--- config.mk ---
export PLATFORM = sky130hd
export DESIGN_NAME = timestamp_pair_matcher
export DESIGN_NICKNAME = d
export VERILOG_FILES = /design/src/rtl/core/tpm_pkg.sv /design/src/rtl/core/tpm_front.sv /design/src/rtl/core/tpm_back.sv /design/src/rtl/core/timestamp_pair_matcher.sv
export SDC_FILE = /design/constraint.sdc
export NUM_CORES = 2
export LEC_CHECK = 0
export BUFFER_PORTS_ARGS = -buffer_cell sky130_fd_sc_hd__buf_4
export CORE_MARGIN = 2
export CORE_UTILIZATION = 52
export CTS_CLUSTER_DIAMETER = 100
export DETAILED_ROUTE_END_ITERATION = 8
export PLACE_DENSITY_LB_ADDON = 0.25
export SLEW_MARGIN = 15
export SYNTH_ARGS = -nofsm -noshare
export SYNTH_HDL_FRONTEND = slang
export SYNTH_SLANG_ARGS = --single-unit
--- constraint.sdc ---
create_clock -name clk_i -period 9.4 [get_ports clk_i]
set_input_delay 0.47 -clock clk_i [delete_from_list [all_inputs] [get_ports clk_i]]
set_output_delay 0.47 -clock clk_i [all_outputs]
set_load 0.005 [all_outputs]
--- src/rtl/core/tpm_pkg.sv ---
`timescale 1ns / 1ps
package tpm_pkg;

  localparam int unsigned QueueDepth  = 8;
  localparam int unsigned StampWidth  = 48;
  localparam int unsigned HandleWidth = 16;
  localparam int unsigned MaxResults  = 9;
  localparam int unsigned CmdDepth    = 2;

  localparam logic [15:0] TolReset = 16'd100;

  typedef enum logic [1:0] {
    OP_FRAME = 2'd0,
    OP_META  = 2'd1,
    OP_FLUSH = 2'd2
  } op_e;

  typedef enum logic [0:0] {
    REG_PAIRING   = 1'b0,
    REG_TOLERANCE = 1'b1
  } reg_e;

  typedef enum logic [2:0] {
    ST_IDLE,
    ST_MATCH,
    ST_SCAN,
    ST_RELEASE,
    ST_PRUNE,
    ST_AFTER,
    ST_FINISH
  } state_e;

  typedef enum logic [1:0] {
    PH_END,
    PH_PUSH,
    PH_CLEAR
  } phase_e;

endpackage

--- src/rtl/core/tpm_front.sv ---
`timescale 1ns / 1ps
module tpm_front #(
  parameter int unsigned StampWidth  = tpm_pkg::StampWidth,
  parameter int unsigned HandleWidth = tpm_pkg::HandleWidth
) (
  input  logic                   clk_i,
  input  logic                   rst_ni,
  input  logic                   start,
  output logic                   busy,
  input  logic [1:0]             operation_i,
  input  logic [StampWidth-1:0]  stamp_i,
  input  logic [HandleWidth-1:0] handle_i,
  input  logic                   has_metadata_i,
  output logic                   cmd_valid_o,
  input  logic                   cmd_pop_i,
  output logic [1:0]             cmd_op_o,
  output logic [StampWidth-1:0]  cmd_stamp_o,
  output logic [HandleWidth-1:0] cmd_handle_o,
  output logic                   cmd_has_o
);
  import tpm_pkg::*;

  localparam int unsigned EW = 3 + StampWidth + HandleWidth;

  logic [EW-1:0] mem_q [CmdDepth];
  logic          wr_q, wr_d, rd_q, rd_d;
  logic [1:0]    cnt_q, cnt_d;
  logic          push, pop;

  assign busy        = (cnt_q == 2'(CmdDepth));
  assign push        = start && !busy;
  assign pop         = cmd_pop_i && (cnt_q != 2'd0);
  assign cmd_valid_o = (cnt_q != 2'd0);
  assign {cmd_op_o, cmd_stamp_o, cmd_handle_o, cmd_has_o} = mem_q[rd_q];

  always_comb begin
    wr_d  = wr_q ^ push;
    rd_d  = rd_q ^ pop;
    cnt_d = cnt_q + 2'(push) - 2'(pop);
  end

  always_ff @(posedge clk_i or negedge rst_ni) begin
    if (!rst_ni) begin
      wr_q  <= 1'b0;
      rd_q  <= 1'b0;
      cnt_q <= 2'd0;
    end else begin
      wr_q  <= wr_d;
      rd_q  <= rd_d;
      cnt_q <= cnt_d;
    end
  end

  always_ff @(posedge clk_i) begin
    if (push) begin
      mem_q[wr_q] <= {operation_i, stamp_i, handle_i, has_metadata_i};
    end
  end

endmodule

--- src/rtl/core/tpm_back.sv ---
`timescale 1ns / 1ps
module tpm_back #(
  parameter int unsigned QueueDepth  = tpm_pkg::QueueDepth,
  parameter int unsigned StampWidth  = tpm_pkg::StampWidth,
  parameter int unsigned HandleWidth = tpm_pkg::HandleWidth
) (
  input  logic                   clk_i,
  input  logic                   rst_ni,
  input  logic                   pairing_i,
  input  logic [15:0]            tolerance_i,
  input  logic                   cmd_valid_i,
  output logic                   cmd_pop_o,
  input  logic [1:0]             cmd_op_i,
  input  logic [StampWidth-1:0]  cmd_stamp_i,
  input  logic [HandleWidth-1:0] cmd_handle_i,
  input  logic                   cmd_has_i,
  output logic                   result_valid_o,
  output logic [HandleWidth-1:0] frame_handle_o,
  output logic [HandleWidth-1:0] meta_handle_o,
  output logic                   attached_o,
  output logic                   unpaired_early_o,
  output logic                   last_o
);
  import tpm_pkg::*;

  localparam int unsigned IW = (QueueDepth > 1) ? $clog2(QueueDepth) : 1;
  localparam int unsigned CW = $clog2(QueueDepth + 1);
  localparam int unsigned RW = $clog2(MaxResults + 1);
  localparam int unsigned DW = StampWidth + 1;

  logic [StampWidth-1:0]  fs_q [QueueDepth];
  logic [HandleWidth-1:0] fh_q [QueueDepth];
  logic [StampWidth-1:0]  ms_q [QueueDepth];
  logic [HandleWidth-1:0] mh_q [QueueDepth];
  logic [CW-1:0]          fcnt_q, mcnt_q, idx_q;

  state_e                 state_q, state_d;
  phase_e                 phase_q;
  logic                   flush_q, hit_q, later_q;
  logic [StampWidth-1:0]  st_q, f_q;
  logic [HandleWidth-1:0] h_q;

  // pending result, held back one step so last can be marked
  logic                   pend_q;
  logic [HandleWidth-1:0] pfh_q, pmh_q;
  logic                   patt_q, pearly_q;
  logic [RW-1:0]          rcnt_q;

  logic                   rv_q, att_q, early_q, last_q;
  logic [HandleWidth-1:0] ofh_q, omh_q;

  logic signed [DW-1:0]   diff, tol_s;
  logic                   in_tol, is_later, is_stale, scan_end;
  logic [IW-1:0]          idx;

  assign idx      = idx_q[IW-1:0];
  assign diff     = $signed({ms_q[idx][StampWidth-1], ms_q[idx]})
                  - $signed({f_q[StampWidth-1], f_q});
  assign tol_s    = $signed({{(DW-16){1'b0}}, tolerance_i});
  assign in_tol   = (diff <= tol_s) && (diff >= -tol_s);
  assign is_later = (diff > 0);
  assign is_stale = (diff < -tol_s);
  assign scan_end = (idx_q >= mcnt_q);

  assign cmd_pop_o        = (state_q == ST_IDLE) && cmd_valid_i;
  assign result_valid_o   = rv_q;
  assign frame_handle_o   = ofh_q;
  assign meta_handle_o    = omh_q;
  assign attached_o       = att_q;
  assign unpaired_early_o = early_q;
  assign last_o           = last_q;

  always_comb begin
    state_d = state_q;
    case (state_q)
      ST_IDLE: begin
        if (cmd_valid_i) begin
          case (cmd_op_i)
            OP_FRAME: state_d = pairing_i ? ST_MATCH : ST_FINISH;
            OP_META:  state_d = ST_MATCH;
            OP_FLUSH: state_d = ST_MATCH;
            default:  state_d = ST_IDLE;
          endcase
        end
      end
      ST_MATCH:   state_d = (fcnt_q == '0) ? ST_AFTER : ST_SCAN;
      ST_SCAN:    state_d = (scan_end || in_tol) ? ST_RELEASE : ST_SCAN;
      ST_RELEASE: begin
        if (hit_q || flush_q || later_q || fcnt_q == CW'(QueueDepth)) begin
          state_d = ST_PRUNE;
        end else begin
          state_d = ST_AFTER;
        end
      end
      ST_PRUNE:   state_d = scan_end ? ST_MATCH : ST_PRUNE;
      ST_AFTER:   state_d = (phase_q == PH_PUSH) ? ST_MATCH : ST_FINISH;
      ST_FINISH:  state_d = ST_IDLE;
      default:    state_d = ST_IDLE;
    endcase
  end

  always_ff @(posedge clk_i or negedge rst_ni) begin
    if (!rst_ni) begin
      state_q <= ST_IDLE;
    end else begin
      state_q <= state_d;
    end
  end

  // control and queue bookkeeping
  always_ff @(posedge clk_i or negedge rst_ni) begin
    logic                   put;
    logic [HandleWidth-1:0] nfh, nmh;
    logic                   natt, nearly;
    logic                   fin, adv;
    if (!rst_ni) begin
      fcnt_q  <= '0;
      mcnt_q  <= '0;
      idx_q   <= '0;
      phase_q <= PH_END;
      flush_q <= 1'b0;
      hit_q   <= 1'b0;
      later_q <= 1'b0;
      pend_q  <= 1'b0;
      rcnt_q  <= '0;
      rv_q    <= 1'b0;
    end else begin
      put    = 1'b0;
      nfh    = '0;
      nmh    = '0;
      natt   = 1'b0;
      nearly = 1'b0;
      fin    = 1'b0;
      case (state_q)
        ST_IDLE: begin
          if (cmd_valid_i) begin
            case (cmd_op_i)
              OP_FRAME: begin
                if (!pairing_i) begin
                  put = 1'b1;
                  nfh = cmd_handle_i;
                end else if (fcnt_q == CW'(QueueDepth)) begin
                  flush_q <= 1'b1;
                  phase_q <= PH_PUSH;
                end else begin
                  fs_q[fcnt_q[IW-1:0]] <= cmd_stamp_i;
                  fh_q[fcnt_q[IW-1:0]] <= cmd_handle_i;
                  fcnt_q  <= fcnt_q + 1'b1;
                  flush_q <= 1'b0;
                  phase_q <= PH_END;
                end
              end
              OP_META: begin
                if (cmd_has_i) begin
                  if (mcnt_q == CW'(QueueDepth)) begin
                    for (int k = 0; k < QueueDepth - 1; k++) begin
                      ms_q[k] <= ms_q[k+1];
                      mh_q[k] <= mh_q[k+1];
                    end
                    ms_q[QueueDepth-1] <= cmd_stamp_i;
                    mh_q[QueueDepth-1] <= cmd_handle_i;
                  end else begin
                    ms_q[mcnt_q[IW-1:0]] <= cmd_stamp_i;
                    mh_q[mcnt_q[IW-1:0]] <= cmd_handle_i;
                    mcnt_q <= mcnt_q + 1'b1;
                  end
                end
                flush_q <= 1'b0;
                phase_q <= PH_END;
              end
              OP_FLUSH: begin
                flush_q <= 1'b1;
                phase_q <= PH_CLEAR;
              end
              default: ;
            endcase
          end
        end
        ST_MATCH: begin
          f_q     <= fs_q[0];
          idx_q   <= '0;
          hit_q   <= 1'b0;
          later_q <= 1'b0;
        end
        ST_SCAN: begin
          if (!scan_end) begin
            if (in_tol) begin
              hit_q <= 1'b1;
            end else begin
              later_q <= later_q | is_later;
              idx_q   <= idx_q + 1'b1;
            end
          end
        end
        ST_RELEASE: begin
          if (hit_q || flush_q || later_q || fcnt_q == CW'(QueueDepth)) begin
            put    = 1'b1;
            nfh    = fh_q[0];
            nmh    = hit_q ? mh_q[idx] : '0;
            natt   = hit_q;
            nearly = !hit_q && !flush_q;
            if (hit_q) begin
              for (int k = 0; k < QueueDepth - 1; k++) begin
                if (k >= int'(idx_q)) begin
                  ms_q[k] <= ms_q[k+1];
                  mh_q[k] <= mh_q[k+1];
                end
              end
              mcnt_q <= mcnt_q - 1'b1;
            end
            for (int k = 0; k < QueueDepth - 1; k++) begin
              fs_q[k] <= fs_q[k+1];
              fh_q[k] <= fh_q[k+1];
            end
            fcnt_q <= fcnt_q - 1'b1;
            idx_q  <= '0;
          end
        end
        ST_PRUNE: begin
          if (!scan_end) begin
            if (is_stale) begin
              for (int k = 0; k < QueueDepth - 1; k++) begin
                if (k >= int'(idx_q)) begin
                  ms_q[k] <= ms_q[k+1];
                  mh_q[k] <= mh_q[k+1];
                end
              end
              mcnt_q <= mcnt_q - 1'b1;
            end else begin
              idx_q <= idx_q + 1'b1;
            end
          end
        end
        ST_AFTER: begin
          case (phase_q)
            PH_PUSH: begin
              fs_q[fcnt_q[IW-1:0]] <= st_q;
              fh_q[fcnt_q[IW-1:0]] <= h_q;
              fcnt_q  <= fcnt_q + 1'b1;
              flush_q <= 1'b0;
              phase_q <= PH_END;
            end
            PH_CLEAR: mcnt_q <= '0;
            default:  ;
          endcase
        end
        ST_FINISH: fin = 1'b1;
        default: ;
      endcase

      // results beyond the limit are dropped
      adv = put && (rcnt_q < RW'(MaxResults));

      // the held result leaves when the next one arrives or the command ends
      rv_q <= (fin || adv) && pend_q;
      if ((fin || adv) && pend_q) begin
        ofh_q   <= pfh_q;
        omh_q   <= pmh_q;
        att_q   <= patt_q;
        early_q <= pearly_q;
        last_q  <= fin;
      end

      if (fin) begin
        pend_q <= 1'b0;
        rcnt_q <= '0;
      end else if (adv) begin
        pend_q   <= 1'b1;
        pfh_q    <= nfh;
        pmh_q    <= nmh;
        patt_q   <= natt;
        pearly_q <= nearly;
        rcnt_q   <= rcnt_q + 1'b1;
      end
    end
  end

  // latched command fields kept for the deferred frame push
  always_ff @(posedge clk_i) begin
    if (cmd_pop_o) begin
      st_q <= cmd_stamp_i;
      h_q  <= cmd_handle_i;
    end
  end

endmodule

--- src/rtl/core/timestamp_pair_matcher.sv ---
`timescale 1ns / 1ps
// timestamp pair matcher: pairs queued frames with metadata items by stamp
//
// command channel: a transaction is taken when start is high and busy low;
// operation_i selects frame push, metadata push or flush. a two-entry
// command queue in the front end takes commands while the back end works.
// result channel: result_valid_o marks each emitted frame for one cycle;
// last_o flags the final result of a command. the receiver cannot stall.
// configuration: apb port, pairing enable at 0x0, tolerance at 0x4.
// sequencing: the back end handles one command at a time. for each released
// frame it scans the metadata entries one by one for a match and then
// checks them one by one for pruning, all through the single shared stamp
// subtractor in the back-end sequencer.
// each result shows up in the cycle after the next one is formed or after
// the command ends.
// reset: both queues empty, pairing on, tolerance 100 ticks.
module timestamp_pair_matcher #(
  parameter int unsigned QueueDepth  = tpm_pkg::QueueDepth,
  parameter int unsigned StampWidth  = tpm_pkg::StampWidth,
  parameter int unsigned HandleWidth = tpm_pkg::HandleWidth
) (
  input  logic                   clk_i,
  input  logic                   rst_ni,
  input  logic                   start,
  output logic                   busy,
  input  logic [1:0]             operation_i,
  input  logic [StampWidth-1:0]  stamp_i,
  input  logic [HandleWidth-1:0] handle_i,
  input  logic                   has_metadata_i,
  output logic                   result_valid_o,
  output logic [HandleWidth-1:0] frame_handle_o,
  output logic [HandleWidth-1:0] meta_handle_o,
  output logic                   attached_o,
  output logic                   unpaired_early_o,
  output logic                   last_o,
  input  logic                   psel,
  input  logic                   penable,
  input  logic                   pwrite,
  input  logic [2:0]             paddr,
  input  logic [31:0]            pwdata,
  output logic [31:0]            prdata,
  output logic                   pready
);
  import tpm_pkg::*;

  logic                   pairing_q;
  logic [15:0]            tol_q;
  logic                   cmd_valid, cmd_pop, cmd_has;
  logic [1:0]             cmd_op;
  logic [StampWidth-1:0]  cmd_stamp;
  logic [HandleWidth-1:0] cmd_handle;

  // register file, written in the apb access phase
  assign pready = 1'b1;

  always_ff @(posedge clk_i or negedge rst_ni) begin
    if (!rst_ni) begin
      pairing_q <= 1'b1;
      tol_q     <= TolReset;
    end else if (psel && penable && pwrite) begin
      case (reg_e'(paddr[2]))
        REG_PAIRING:   pairing_q <= pwdata[0];
        REG_TOLERANCE: tol_q     <= pwdata[15:0];
        default:       ;
      endcase
    end
  end

  always_comb begin
    case (reg_e'(paddr[2]))
      REG_PAIRING:   prdata = {31'd0, pairing_q};
      REG_TOLERANCE: prdata = {16'd0, tol_q};
      default:       prdata = '0;
    endcase
  end

  // front end: command queue
  tpm_front #(
    .StampWidth (StampWidth),
    .HandleWidth(HandleWidth)
  ) u_front (
    .clk_i         (clk_i),
    .rst_ni        (rst_ni),
    .start         (start),
    .busy          (busy),
    .operation_i   (operation_i),
    .stamp_i       (stamp_i),
    .handle_i      (handle_i),
    .has_metadata_i(has_metadata_i),
    .cmd_valid_o   (cmd_valid),
    .cmd_pop_i     (cmd_pop),
    .cmd_op_o      (cmd_op),
    .cmd_stamp_o   (cmd_stamp),
    .cmd_handle_o  (cmd_handle),
    .cmd_has_o     (cmd_has)
  );

  // back end: queues and matching sequencer
  tpm_back #(
    .QueueDepth (QueueDepth),
    .StampWidth (StampWidth),
    .HandleWidth(HandleWidth)
  ) u_back (
    .clk_i           (clk_i),
    .rst_ni          (rst_ni),
    .pairing_i       (pairing_q),
    .tolerance_i     (tol_q),
    .cmd_valid_i     (cmd_valid),
    .cmd_pop_o       (cmd_pop),
    .cmd_op_i        (cmd_op),
    .cmd_stamp_i     (cmd_stamp),
    .cmd_handle_i    (cmd_handle),
    .cmd_has_i       (cmd_has),
    .result_valid_o  (result_valid_o),
    .frame_handle_o  (frame_handle_o),
    .meta_handle_o   (meta_handle_o),
    .attached_o      (attached_o),
    .unpaired_early_o(unpaired_early_o),
    .last_o          (last_o)
  );

endmodule

==> results.yml <==
logic_synthesis:
  synthAdderAreaFrac: 0.0277
  netlist_area_um2: 62600
  ys_async_sr_fraction: 0.0339
  synth_mux_area_frac: 0.0725
  synthDistinctLibCells: 96
  ys_ff_latch: 1386
  syn_avg_cell_area_um2: 13.6
  synth_top_family_by_area: "compound AO/OA/AOI/OAI gates"
  synthesis.instances: 4595
  synth_area_leader_cell: "edfxtp_1"
  synthSimpleGateAreaFrac: 0.0702
  yosys-top-cells-area: "edfxtp_1 64%, a21o_1 5.7%, mux4_2 4.6%"
  synth.most_common_cell: "edfxtp_1"
  synth_common_cells: "1339 x edfxtp_1, 617 x nor2_1, 538 x a21oi_1"
  synthXorXnorAreaFrac: 0.00742
  ys.flop_type: "edfxtp_1"
  synth.yosys.warnings: 0
  synth_edf_count: 1339
  synth_top_area_share: 0.642
  synth_compound_area_frac: 0.133
  synth_seq_area_share: 0.661
grt:
  grtUsageTotal: 0.254
  grt_pass1_vias: 38400
  grt_max_degree: 237
  grt-ovfl-total: 0
  grt_antenna_before_repair: 5
  grt_pass1_wl_um: 236000
floorplan:
  ios: 178
  die_w_um: 351
  dieArea_um2: 123000
  rows: 127
  core_um2: 120000
  start_util: 0.523
  dieHeight_um: 351
routing:
  ant_nets: 0
  drt_iter0_drc: 4329
  routedWlPerCell_um: 23.8
  drt_wl_total_um: 156000
  routed_via_density: 5.95
  drt-pass1-iter-count: 5
  drc: 0
  vias: 39000
min_path:
  hp-start: "penable"
  whs_path_depth: 4
  hold_path_class: "input pin to register"
  holdPathEnd: "pairing_q"
finish:
  finalNetCount: 5057
  seqCellArea_um2: 41400
  syn_to_final_growth_pct: 14.2
  stdcell_count: 6544
  drive_above_1_share: 0.147
  multi_input_area_um2: 19800
  fin_util: 0.597
  nFillCells: 9197
cts:
  cts_made_buffers: 144
  cts_sinks: 1386
  ctsResizeCount: 0
  tritoncts: "yes"
  cts_buffer_depth: 3
  post-cts-setup-buffers: 0
  path_clk_slew_ns: 0.06
  cts_root_buf: "clkbuf_16"
  insertion_delay_ns: 0.77
  htreeDepth: 4
  cts_hold_repair.buffers: 84
critical_path:
  worstPathArrival_ns: 8.91
  crit_chain: "buf_12 > mux4_2 > mux2_2 > ha_1 > nand4_1 > nor3_1 > a21boi_1 > o32ai_1 > a2111oi_0 > ha_1 > a21oi_1 > a21oi_1 > o311ai_0 > nand4b_1 > o31a_1 > a221oi_1 > a31oi_1 > o31ai_1 > nand3b_1 > nor2_1 > or3_4 > buf_4"
  start_kind: "register"
  cp_num_buf_inv: 2
  worstReg2RegStart: "u_back.idx_q[0]"
  r2r_slack_ns: 0.89
  crit_type: "register to register"
  critPathCaptureType: "register"
  cp_top_family: "compound AO/OA/AOI/OAI gates"
  r2r-end: "u_back.ms_q[3][17]"
  crit_path_top_delay_cell: "a2111oi_0"
  critical_path.max_stage_delay_ns: 0.92
  crit_fanout: 50
  cp.required_ns: 9.80
  reg2reg_depth: 22
place:
  io_buffers: 142
  post-dp-hpwl_um: 100000
  dpl.cell_count: 6194
  gp_congestion: 0.939
sta:
  min_period_ns: 8.51
  hold_viol: 0
  finalCritPeriodShare: 0.905
  clock_skew_ns: 0.0303
  finalMaxSlewViolations: 0
  tightest_slew_ns: 1.16
  tns_ns: 0
  rsz0062_at_grt: "no"
  fmax_ghz: 0.118
  slew_headroom: 0.204
  setup_viol: 0
flow_run:
  drv_cap: 0
pwr:
  p_leak_nw: 26.9
  irDropWorstVdd_v: 0.000205
  power.density_nw_per_um2: 297
run_status:
  status: "finished clean"
area by class of cell:
| cell class | count | share of cell area |
|---|---|---|
| sequential | 1386 | 0.579 |
| multi-input combinational | 2780 | 0.277 |
| clock buffer | 184 | 0.0533 |
| timing repair buffer | 332 | 0.0399 |
| tap | 1612 | 0.0282 |
| clock inverter | 79 | 0.0129 |
| inverter | 168 | 0.00882 |
| antenna | 3 | 0.000105 |
report_power, final:
group | switching (mW) | total (mW) | internal, mW
Combinational | 4.37 | 6.99 | 2.62
Sequential | 0.410 | 8.50 | 8.09
Clock | 2.42 | 5.71 | 3.29
Total | 7.20 | 21.2 | 14.0
tightest hold or removal path: cells and delay by family:
kind	cells	cell delay [ns]
buf+inv	1	0.09
simple gates	2	0.16
mux	1	0.16
through the flow:
step           hold WS (ns)  setup WS (ns)  cell area, um^2  power, mW
3_5_place_dp          0.405           1.07            65800       15.5
3_3_place_gp          0.401           1.13            65800       15.3
5_1_grt               0.137          0.266            71500       22.2
2_1_floorplan         0.174         -0.488            62700       13.5
6_report              0.135          0.893            71500       21.2
4_1_cts              0.0812           1.01            71400       21.2
sequential cells by signal (all words and copies together), names as in the netlist, 48 cells and up:
| name | count |
|---|---|
| u_back.f_q | 48 |
| u_back.ms_q | 384 |
| u_back.fh_q | 128 |
| u_front.mem_q | 134 |
| u_back.fs_q | 384 |
| u_back.mh_q | 128 |
| u_back.st_q | 48 |
how the worst max path moves through the flow:
stage	startpoint	to	slack (ns)	cells after the start
finish	u_back.idx_q[0]	u_back.ms_q[3][17]	0.89	22
floorplan	u_back.state_q[0]	u_back.fh_q[1][0]	-0.49	6
global placement	u_back.idx_q[0]	u_back.ms_q[3][17]	1.13	22
global route	u_back.idx_q[0]	u_back.ms_q[3][30]	0.27	22
CTS	u_back.idx_q[0]	u_back.ms_q[3][30]	1.01	22
detailed placement	u_back.idx_q[0]	u_back.ms_q[3][17]	1.07	22
logic make-up (layout without fill, tap and decap cells):
logic type / Yosys count / count (layout)
other: 2 / 20
adders and majority gates: 137 / 137
buffers and inverters: 444 / 763
AOI/OAI and AO/OA: 1293 / 1293
and+or+nand+nor: 995 / 995
muxes: 285 / 285
DFF: 1386 / 1386
xor gates and xnor gates: 53 / 53
cells in the final DEF, fill, tap and decap left out, drive strengths merged, types with 7 or more instances in the layout:
cell type,netlist,layout
nor2b,13,13
o21bai,7,7
nor4,15,15
a31oi,12,12
dlygate4sd3,0,84
nand3,32,32
o21ai,87,87
ha,134,134
mux2,66,66
or3,19,19
xnor2,33,33
nor3,41,41
o31ai,10,10
clkbuf,212,184
a21o,479,479
bufinv,0,14
a211oi,72,72
and2,29,29
buf,64,248
nor3b,11,11
mux4,128,128
nand2,125,125
a21oi,544,544
nand3b,7,7
clkinv,0,52
mux2i,91,91
nor2,617,617
xor2,20,20
conb,2,17
nand4,32,32
inv,168,178
o21a,14,14
dfrtp,43,43
edfxtp,1339,1339
and3,13,13
nand2b,18,18
metal layers:
| metal | wire, um | GRT usage | vias to the layer above | part of all wire |
|---|---|---|---|---|
| met5 | 0 | 0 | - | 0 |
| met4 | 2900 | 0.0625 | 0 | 0.019 |
| met3 | 11600 | 0.0419 | 182 | 0.074 |
| met2 | 72100 | 0.398 | 1404 | 0.46 |
| met1 | 69300 | 0.375 | 19600 | 0.44 |
| li1 | - | - | 17800 | - |
(Power assumes the default switching activity.)
